### src/rtl/core/lrs_pkg.sv
// Shared constants and types for the labeled region statistics block.
`default_nettype none
package lrs_pkg;
    localparam int MaxWidth  = 4096;
    localparam int MaxHeight = 4096;
    localparam int CoordBits = 12;
    localparam int AreaBits  = 25;
    localparam logic [AreaBits-1:0] AreaCap = 25'(MaxWidth * MaxHeight);

    localparam logic [1:0] RegTarget  = 2'd0;
    localparam logic [1:0] RegWidth   = 2'd1;
    localparam logic [1:0] RegDivisor = 2'd2;

    // Divider operation request from the sequencer.
    typedef struct packed {
        logic        start;
        logic [63:0] dividend;
        logic [24:0] divisor;
    } t_div_req;
endpackage
`default_nettype wire

### src/rtl/core/lrs_divider.sv
// Shared restoring divider, one quotient bit per cycle, 64 by 25 bits.
`default_nettype none
module lrs_divider (
    input  wire logic              i_clk,
    input  wire logic              i_rst_n,
    input  wire lrs_pkg::t_div_req i_req,
    output logic                   o_done,
    output logic [63:0]            o_quot
);
    import lrs_pkg::*;

    logic [63:0] r_quot;
    logic [24:0] r_rem;
    logic [6:0]  r_cnt;
    logic        r_busy;
    logic [24:0] r_div;
    logic [25:0] n_trial;
    logic        n_ge;

    always_comb begin
        n_trial = {r_rem, r_quot[63]};
        n_ge    = n_trial >= {1'b0, r_div};
    end

    always_ff @(posedge i_clk) begin
        if (!i_rst_n) begin
            r_busy <= 1'b0;
            o_done <= 1'b0;
            r_cnt  <= '0;
        end else begin
            o_done <= 1'b0;
            if (i_req.start) begin
                r_busy <= 1'b1;
                r_quot <= i_req.dividend;
                r_div  <= i_req.divisor;
                r_rem  <= '0;
                r_cnt  <= '0;
            end else if (r_busy) begin
                r_rem  <= n_ge ? 25'(n_trial - {1'b0, r_div}) : n_trial[24:0];
                r_quot <= {r_quot[62:0], n_ge};
                r_cnt  <= r_cnt + 7'd1;
                if (r_cnt == 7'd63) begin
                    r_busy <= 1'b0;
                    o_done <= 1'b1;
                end
            end
        end
    end

    assign o_quot = r_quot;
endmodule
`default_nettype wire

### config.mk
export PLATFORM = sky130hd
export DESIGN_NAME = lrs_divider
export DESIGN_NICKNAME = d
export VERILOG_FILES = /design/src/rtl/core/lrs_pkg.sv /design/src/rtl/core/lrs_divider.sv
export SDC_FILE = /design/constraint.sdc
export NUM_CORES = 1
export LEC_CHECK = 0
export BUFFER_PORTS_ARGS = -buffer_cell sky130_fd_sc_hd__buf_2
export CORE_UTILIZATION = 55
export DETAILED_ROUTE_END_ITERATION = 8
export GPL_TIMING_DRIVEN = 0
export MAX_ROUTING_LAYER = met4
export PLACE_DENSITY = 0.82
export SLEW_MARGIN = 5
export SYNTH_ARGS = -nofsm -noshare
export SYNTH_HDL_FRONTEND = slang
export SYNTH_SLANG_ARGS = --single-unit
### constraint.sdc
create_clock -name i_clk -period 5.2 [get_ports i_clk]
set_input_delay 0.26 -clock i_clk [delete_from_list [all_inputs] [get_ports i_clk]]
set_output_delay 0.26 -clock i_clk [all_outputs]
set_load 0.005 [all_outputs]
Yosys cells after proc, flatten, opt, wreduce, memory -nomap -nowiden
Index checks and enable logic that the tools add are counted.

Register bits after elaboration: 123. Bits in latches: 0. Bits in writable memories: 0. ROM bits: 0. Bits of input ports: 92. Output and inout bits: 65. Logic and storage cells: 25. Memories kept: 0.

Add/subtract/negate cells: 2. Multipliers: 0. Divide/modulo/power cells: 0. Order comparisons: 1. Equality and inequality tests: 1. Shift-type cells: 0. Muxes and demuxes: 8. Bitwise gates (word level): 2. Reduce and logical (&&, ||, !) cells: 5.

Operator list (number): $mux 64 (2); $mux 25 (2); $ge 26x25->1 (1); $sub 25x25->25 (1); $add 7x1->7 const B (1); $eq 7x6->1 const B (1); $mux 1 (4); $reduce_and 2->1 (2); $reduce_or 3->1 (1); $not 1->1 (2); $reduce_bool 2->1 (1); $reduce_or 2->1 (1).

Depth between registers and ports, before layout
Gate-level depths: netlist of run 1.

Word-level depth: 4. Gate-level depth with buffers: 13. Mapped depth without buffers: 11.

Worst setup path before layout of run 1
Ideal clock, no wire load.

Path kind: input to register. From: input port i_req[89] (netlist bit). To: register r_quot[0], in the netlist o_quot[0], enable pin. Library setup time: 0.455 ns. Arrival: 2.781 ns. Data required time: 4.745 ns. Path slack: 1.964 ns. Cell stages on the path: 3. Buffers on the path: 2. Cell sequence: clkbuf_1 clkbuf_1 o21a_1.

Word-level cells in the longest chain between the ends: 2.

Ends and longest elaborated chain: start: declaration (line lrs_divider.sv:6) `input wire lrs_pkg::t_div_req i_req,`; $reduce_bool 2->1 (no line); $reduce_and 2->1 (no line); end signal: assignment (line lrs_divider.sv:34) `r_quot <= i_req.dividend;`; end signal: assignment (line lrs_divider.sv:40) `r_quot <= {r_quot[62:0], n_ge};`; end: declaration (line lrs_divider.sv:12) `logic [63:0] r_quot;`.

Every way passes these cells. A chain may end at the register's enable or synchronous reset.

Final worst setup path of run 1
From: register r_quot[63], in the netlist o_quot[63]. To: register r_rem[1], data pin.

Word-level cells in the longest chain between the ends: 3. Elaborated cells on any way between the ends: 4. Those cells by class: add/sub (1); order compare (1); mux (2).

Ends and longest elaborated chain: $sub 25x25->25 / $ge 26x25->1 (equally long branches) (line lrs_divider.sv:39, lrs_divider.sv:22); $mux 25 (*) (line lrs_divider.sv:39) `r_rem <= n_ge ? 25'(n_trial - {1'b0, r_div}) : n_trial[24:0];`; $mux 25 (*) (line lrs_divider.sv:38) `end else if (r_busy) begin`; end signal: assignment (line lrs_divider.sv:39); end: declaration (line lrs_divider.sv:13) `logic [24:0] r_rem;`.

Every way passes the cells marked *; elsewhere a longest branch is shown, timed or not. The select of a mux whose other input is x is not followed.

==> results of run 1 <==
## sequential cells by signal (all words and copies together) (netlist names)
| register | cells |
|---|---|
| o_quot | 64 |
| r_div | 25 |
| r_rem | 25 |
| r_cnt | 7 |
| o_done | 1 |
| r_busy | 1 |
## cell families after synthesis
family | count (synthesis)
and+or+nand+nor | 133
DFF | 123
AOI/OAI and AO/OA | 93
muxes | 80
buffers and inverters | 55
adders and majority gates | 27
xor gates and xnor gates | 20
## layout make-up
type / count / area share
Clock inverter: 7 / 0.00862
Multi-Input combinational cell: 353 / 0.335
Timing Repair Buffer: 157 / 0.101
Inverter: 33 / 0.0152
Buffer: 22 / 0.0154
Clock buffer: 25 / 0.0597
Tap cell: 143 / 0.0220
Sequential cell: 123 / 0.443
## final timing paths
| kind | end | slack (ns) | depth (start not counted) |
|---|---|---|---|
| setup / recovery | r_rem[1]$_SDFFCE_PP0P_ | 1.90 | 12 |
| hold / removal | r_div[8]$_DFFE_PP_ | 0.007 | 1 |
| setup reg to reg | r_rem[1]$_SDFFCE_PP0P_ | 1.90 | 12 |
| hold reg to reg | o_done$_SDFF_PP0_ | 0.49 | 1 |
## layout by cell type, fill, tap and decap left out, drive strengths merged, types with 3 or more instances in the layout
master	n
o2111ai	4
nand2	32
o21a	3
a211oi	5
clkbuf	34
or3	3
a21oi	26
nand3	19
or2	4
buf	170
clkinvlp	4
nor2	41
xor2	8
o211ai	4
nor2b	6
o21ai	19
xnor2	12
dfxtp	9
a21o	9
nand4	9
inv	33
edfxtp	114
nor3	6
mux2i	16
ha	26
o21bai	6
mux2	64
and3	4
## power by group
part	internal, µW	switching (µW)	leakage, µW
Combinational	268	324	0.00194
Sequential	1180	35.7	0.00116
Clock	693	424	0.000260
Total	2140	783	0.00336
## stage by stage
stage                     instance area [µm²]  power [µW]  instances  utilization
after detailed placement                 7560        1810        830        0.657
after global placement                   7530        1790        829        0.654
after global routing                     8130        3040        863        0.706
after floorplan                          6570        1650        531            -
final                                    8130        2920        863        0.706
after CTS                                8120        2920        862        0.705
## worst register-to-register path, delay by kind of cell (launching register included)
kind | cells | cell delay [ns]
buf+inv | 3 | 0.47
flops | 1 | 0.43
fa+ha+maj | 2 | 0.57
mux | 1 | 0.25
compound gates | 4 | 0.90
simple gates | 2 | 0.41
## layer usage
layer / vias to the layer above / track usage
met1: 2340 / 0.311
met2: 174 / 0.445
met3: 22 / 0.0601
met5: - / -
met4: 0 / 0.0910
li1: 2345 / -
==> results list, run 1 <==
- STA classifies the critical path endpoint as a register.
- The number of nets in the synthesized netlist is 650.
- The cell count after synthesis came out at roughly 530.
- Largest vdd supply drop: 0.000323 V
- Met1 Routed Length: 6140 µm
* Post-Route Setup TNS: 0 ns
- Of the total synthesized cell area, the portion taken by XOR and XNOR cells is 0.0267.
- Adder and majority gate portion of the synthesized area: 0.0525
- For this design the top-level I/O count stands at 157.
- The core region is 11500 µm².
- # setup viols final: 0
- By area the synthesized netlist is led by sky130_fd_sc_hd__edfxtp_1, sky130_fd_sc_hd__mux2_2, sky130_fd_sc_hd__ha_1.
- Measured along the x axis, the die boundary spans 111 µm.
* Area enclosed by the die boundary: 12400 µm²
- RSZ-0062 raised after global routing: false
- Global routing finished with a remaining overflow of 0.
* Clock transition at the registers of the reported paths: 0.06 ns
* Number of standard-cell rows in the floorplan: 39
- Largest family of logic cells by synthesized area: multiplexers
- Worst setup path startpoint: o_quot[63]$_DFFE_PP_
- The routed design uses between 800 and 900 µm of met3 wire.
- Min Hold Slack: 0.00724 ns
- Among all flip-flop cells after synthesis, the most frequent one is sky130_fd_sc_hd__edfxtp_1.
- Of the total synthesized cell area, the portion taken by AND, OR, NAND and NOR gates is 0.0994.
- Beginning of the worst hold path: i_req[8]
- Max-cap check violation count: 0
- Share of the yosys chip area belonging to registers: 0.548
- Worst Setup Path Type: register to register
- Dividing the final minimum period by the clock period gives 0.635.
- In this run the remaining antenna-violating nets after routing total 0.
* Die height: roughly 110 µm
- Clock tree from TritonCTS: built
* Most instantiated cells after synthesis: sky130_fd_sc_hd__edfxtp_1, sky130_fd_sc_hd__mux2_2, sky130_fd_sc_hd__nor2_1, sky130_fd_sc_hd__inv_1, sky130_fd_sc_hd__nand2_1
- Fraction of layout cells with a size suffix above 1: 0.385
- In the synthesized netlist the async set-or-reset flop fraction comes to 0.
- Status: finished, violations left
- Worst Path Max Fanout: 10
- The most common cell in the synthesized netlist is sky130_fd_sc_hd__edfxtp_1.
- Total vias in the final route: 4881
* Post-route DRC: 3
- Compound-cell area share of the yosys netlist: 0.101
- Minimum setup slack after placement: 2.00 ns
- Vias in the first global route: approximately 5100
- Initial standard-cell utilization of the core: 0.571
* WL final: 15100 µm
* # Post-CTS Setup Buffers: 0
- On the critical path, the stage with the largest delay is an instance of sky130_fd_sc_hd__edfxtp_1.
* Violations in the final reports: design-rule violations
- Count of H-tree levels built during CTS: 4
- Number of synthesized flops with an enable pin: 114
- In the final layout, the multi-input gates occupy ~2700 µm².
* Synth Register Bits: 123
- Shortest period the worst path allows: 3.30 ns
- The share of synthesized area in the top cell type comes to 0.521.
- In the detailed route, the total length drawn on met2 is 7810 µm.
* Standby leakage power: 0.00336 µW
- Crit path largest cell delay: 0.43 ns
- The critical path goes through inv_1, ha_1, inv_1, fa_1, a21oi_2, o2111ai_2, o2111ai_2, a211oi_2, nor2_1, buf_2, mux2i_1, nor2_1.
- In this run the critical register-to-register path is launched from o_quot[63]$_DFFE_PP_.
* Clock tree skew after final layout: around 0.011 ns
* Final Max Tran Viols: 0
- The number of hold violations in the final report was 0.
- The mapped netlist covers 6570 µm².
- Post-layout net count: 826
- Ant. Diodes: 0
- Hold buffer count at CTS: 0
- Starting DRT DRC Count: 311
* Synthesis warning total: 0
- The first global-routing pass estimated between 20000 and 25000 µm of wire.
- Transition time at the pin with the least slew margin: 0.733 ns
- Of the post-synthesis cell area, the part taken by muxes is 0.135.
- The clock drives about 120 sinks.
- The cell sitting at the root of the clock tree is a sky130_fd_sc_hd__clkbuf_16.
* Final routed wire length divided by cell count: 17.5 µm
- Count of different cell masters after synthesis: 63
- Routed signal wires occupy layers up through met4.
* Crit path arrival time: 3.44 ns
- Measured against its own limit, the worst slew margin works out to 0.511.
* Kind of start point of the critical path: register
* Clk buf depth: 2
- In this run the power density over the cells is 359 nW/µm².
* Gr usage total: 0.264
- Routability cong.: 0.929
* First-pass detailed-route iteration total: 6
* Port Buffer Count: 155
- Mapped Avg Cell Area: approximately 12 µm²
* Register cell area after layout: ~3600 µm²
- The number of buffers and inverters on the critical path is 3.
* Highest clock frequency the design can meet: 303 MHz
- Fillers: 811
* Clock insertion delay at the later pin of the skew report: 0.42 ns
- Counting the buffers created by CTS gives 17.
- The synthesized design spends more area on one cell type than any other, namely sky130_fd_sc_hd__edfxtp_1.
- Synth-to-Final Area Change: 23.7%
* Initial antenna violation count: 0
- Via count normalized by instance count: between 5 and 6
- The tightest min-delay check is of the primary input to register type.
- Dominant delay contributor by cell family on the critical path: compound AO/OA/AOI/OAI gates
* Required time at the endpoint of the critical path: between 5 and 6 ns
* Total half-perimeter wirelength after legalization and detailed placement: 10700 µm
- Pin count of the biggest net entering global routing: 62
- The worst path meets setup with 1.90 ns of slack.
- The number of gates resized after CTS was 0.
(Power assumes the default switching activity.)
==> inputs of run 2 (changes only) <==
Settings changed: ABC_AREA set to 1, CORE_UTILIZATION 55 to 50, PLACE_DENSITY 0.82 to 0.77.
Clock period 5.2 ns to 2.91 ns, I/O delays scaled along.
==> results list, run 2 <==
* Number of stages on the worst hold path: 3
- Reg-to-reg setup timing slack: between 0.4 and 0.5 ns
- By instance count, the leading cell after synthesis is sky130_fd_sc_hd__nand2_1.
* Number of nets in the synthesized netlist: 1006
- Ant. Diodes: 0
- The detailed router placed slightly below 7000 vias in this run.
- At the end of the flow the core is filled with cells to 0.688.
- The share of total power dissipated in the clock network is 0.383.
- Standby leakage power: a little under 0.005 µW
* Reg2reg path depth: 13
- Of the post-synthesis cell area, the dominant cell type holds 0.479.
- The synthesized netlist contains 38 unique library cells.
- Dividing total power by cell area gives a power density of 588 nW/µm².
- In the final layout, the share of cells above drive strength 1 is 0.202.
* Clock transition at the registers of the reported paths: 0.06 ns
* Gr usage total: 0.307
* Class of the tightest hold or removal check: primary input to register
* Number of synthesized flops with an enable pin: 114
* Number of standard-cell rows in the floorplan: 43
* First-pass detailed-route iteration total: 5
- Worst Setup Path Type: register to register
- The tree is rooted in a sky130_fd_sc_hd__clkbuf_16.
* # clock sinks: roughly 120
- Post-layout net count: 1257
- Clk buf depth: 2
- The initial utilization of the core area, before any placement, comes to 0.513.
* Synthesis warning total: 0
* Internal power: 3910 µW
- In the post-route analysis, the smallest setup slack over all paths is 0.443 ns.
* Transition time at the pin with the least slew margin: about 1.1 ns
- Subtracting the final worst setup slack from the clock period gives roughly 2.5 ns.
* Port Buffer Count: around 160
* Remaining antenna violation count: 0
- After detailed routing, the total wire length is 20900 µm.
- The initial antenna violation count came to 0.
- The critical path goes through ha_1, nand2_1, nor2_1, nand2_1, nor2_1, nand2_1, nand3_2, nor2_8, nand2_8, buf_6, nand3_1, nand2_1, inv_1.
- Share of total power consumed by net switching: 0.306
* Cells after Synth: 887
- Required time at the endpoint of the critical path: 3.08 ns
- For this run, the top clock speed supported by timing is roughly 410 MHz.
- Clock latency on the worst-skew pair, taken at its later pin, is approximately 0.43 ns.
- RSZ-0062 raised after global routing: false
* Combinational Power Share: 0.230
* I/O pin count: between 150 and 200
- Crit path largest cell delay: slightly below 0.4 ns
- Sorting the synthesized cells by area gives the leading types as sky130_fd_sc_hd__edfxtp_1, sky130_fd_sc_hd__nand2_1, sky130_fd_sc_hd__inv_1.
- STA classifies the critical path endpoint as a register.
* Reg-to-reg startpoint: r_rem[5]$_SDFFCE_PP0P_
* Async set-reset flop share out of synthesis: 0
* Total half-perimeter wirelength after legalization and detailed placement: 13600 µm
- In this run the cell area of the synthesized design comes to 7150 µm².
- By instance count, the cell type seen most on the critical path is sky130_fd_sc_hd__nand2_1.
- Setup violations remaining at the end of the flow were counted as 0.
- Using the TritonRoute via totals, the vias-per-cell ratio works out to approximately 5.1.
- A synthesized cell averages 8.06 µm².
- Overflow after GRT: 0
- The startpoint identified for the worst hold timing path is i_req[59].
- Of all nets on the critical path, the largest fanout is 10.
- The run finished with clean final reports.
* Die height: 122 µm
- Crit path arrival time: ~2.6 ns
- Seq pwr share: 0.387
* Number of logic stages on the critical path including buffering: 13
- Max stage delay cell, worst path: sky130_fd_sc_hd__edfxtp_1
- The detailed router finished its first iteration with around 420 violations.
- The clock arrives with 0.0118 ns of skew.
- The number of max-slew violations in the final report came to 0.
- Entering global routing, the biggest net connects 26 pins.
* Vias in the first global route: 6815
- The synthesized design contains 123 register bits.
- Wire length of the first global-routing pass: 33200 µm
* Commonest non-fill, non-tap cells in the layout: sky130_fd_sc_hd__nand2_1, sky130_fd_sc_hd__buf_2, sky130_fd_sc_hd__inv_1, sky130_fd_sc_hd__edfxtp_1, sky130_fd_sc_hd__dlygate4sd3_1
- Buffers & Inverters on Critical Path: 2
- Relative max-transition margin: 0.274
- At the end of routability-driven placement, the weighted congestion stood at between 0.9 and 1.
- Final Hold Viols: 0
- Most common cell after layout, fill and taps aside: sky130_fd_sc_hd__nand2_1
* Core footprint: 13900 µm²
- Max-cap check violation count: 0
- Across the VDD grid, the largest voltage drop is 0.000449 V.
- The die covers 14800 µm².
* Worst setup path startpoint: r_rem[5]$_SDFFCE_PP0P_
* Share of the yosys chip area belonging to registers: 0.504
* Number of flip-flops under the largest register name: 64
* Dominant delay contributor by cell family on the critical path: simple AND/OR/NAND/NOR gates
* Synth-to-Final Area Change: 34.1%
- Final worst-path cycle share: 0.848
- By count the netlist is led by sky130_fd_sc_hd__nand2_1, sky130_fd_sc_hd__inv_1, sky130_fd_sc_hd__edfxtp_1, sky130_fd_sc_hd__nor2_1, sky130_fd_sc_hd__nand3_1.
* Die Width: 122 µm
- Kind of start point of the critical path: register
* Flip-flop cell with the highest count after synthesis: sky130_fd_sc_hd__edfxtp_1
- Final routed wire length divided by cell count: between 15 and 20 µm
- TritonCTS built the clock tree.
* Cell taking the most area after synthesis: sky130_fd_sc_hd__edfxtp_1
- Counting the buffers created by CTS gives 17.
- The H-tree was split into 4 levels.
- Prior to clock tree synthesis, the placed netlist has a worst setup slack of 0.429 ns.
- After detailed routing, the number of remaining DRC violations is 0.
- Counting the fill cells in the layout gives 1054.
* Switching power total: 1730 µW
run 2: cell count changes in the layout (fill, tap and decap cells not counted), moves of 10 or more:
cell and change:
sky130_fd_sc_hd__dlygate4sd3_1 +72, sky130_fd_sc_hd__inv_1 +91, sky130_fd_sc_hd__mux2_2 -63, sky130_fd_sc_hd__mux2i_1 -16
sky130_fd_sc_hd__nand2_1 +372, sky130_fd_sc_hd__nand3_1 +17, sky130_fd_sc_hd__nand3b_1 +15, sky130_fd_sc_hd__nor2_1 +13
sky130_fd_sc_hd__nor2_2 +12, sky130_fd_sc_hd__o21ai_0 -15, sky130_fd_sc_hd__xnor2_1 -10
run 2: layer usage:
metal  up-vias  wire length, µm  global-route usage
li1       3293                -                   -
met1      3069             8020               0.344
met2       348            10300               0.511
met3        75             1830              0.0866
met4         0              724               0.135
met5         -                0                   -
run 2: power groups by stage:
stage          Clock (µW)  Combinational [µW]  Sequential, µW
3_3_place_gp            0                1140            2210
2_1_floorplan           0                 810            2200
5_1_grt              2240                1440            2190
3_5_place_dp            0                1190            2210
6_report             2150                1300            2180
4_1_cts              2150                1270            2180
run 2: repair_timing:
item,CTS,global route
hold buffers,72,0
setup buffers,0,0
hold endpoints to repair,72,0
resized for setup,0,0
run 2: area by class of cell:
cell class,count,area [µm²],area share
tap,180,225,0.0235
multi-input combinational,616,2970,0.310
clock buffer,18,429,0.0448
buffer,20,104,0.0108
sequential,123,3600,0.376
inverter,128,483,0.0504
timing repair buffer,232,1610,0.168
clock inverter,14,160,0.0167
run 2: logic make-up (layout without fill, tap and decap cells):
kind of cell	Yosys count	after routing	share of synthesized area
adder cells (fa/ha/maj)	27	27	0.0483
XOR/XNOR	13	13	0.0159
AND/OR/NAND/NOR	553	553	0.330
flip-flops	123	123	0.504
buffers and inverters	148	412	0.0821
AO/OA/AOI/OAI	23	23	0.0191
run 2: per-stage QoR:
step | TNS [ns] | power (µW) | area [µm²] | hold slack, ns | instances
after floorplan | 0 | 3010 | 7160 | 0.244 | 887
after global placement | -31.77 | 3360 | 8160 | 0.324 | 1223
after detailed placement | 0 | 3400 | 8270 | 0.324 | 1227
after CTS | 0 | 5600 | 9580 | 0.000925 | 1331
after global routing | 0 | 5880 | 9580 | 0.0126 | 1331
final | 0 | 5630 | 9580 | 0.0115 | 1331
run 2: path summary, 6_finish.rpt:
check                                          endpoint
worst min register to register        o_done$_SDFF_PP0_
worst max register to register  r_rem[23]$_SDFFCE_PP0P_
worst max-delay path            r_rem[23]$_SDFFCE_PP0P_
worst min-delay path               o_quot[34]$_DFFE_PP_
run 2: tightest hold or removal path: cells and delay by family:
kind	cells	cell delay (ns)
and+or+nand+nor	2	0.11
buffers and inverters	1	0.08
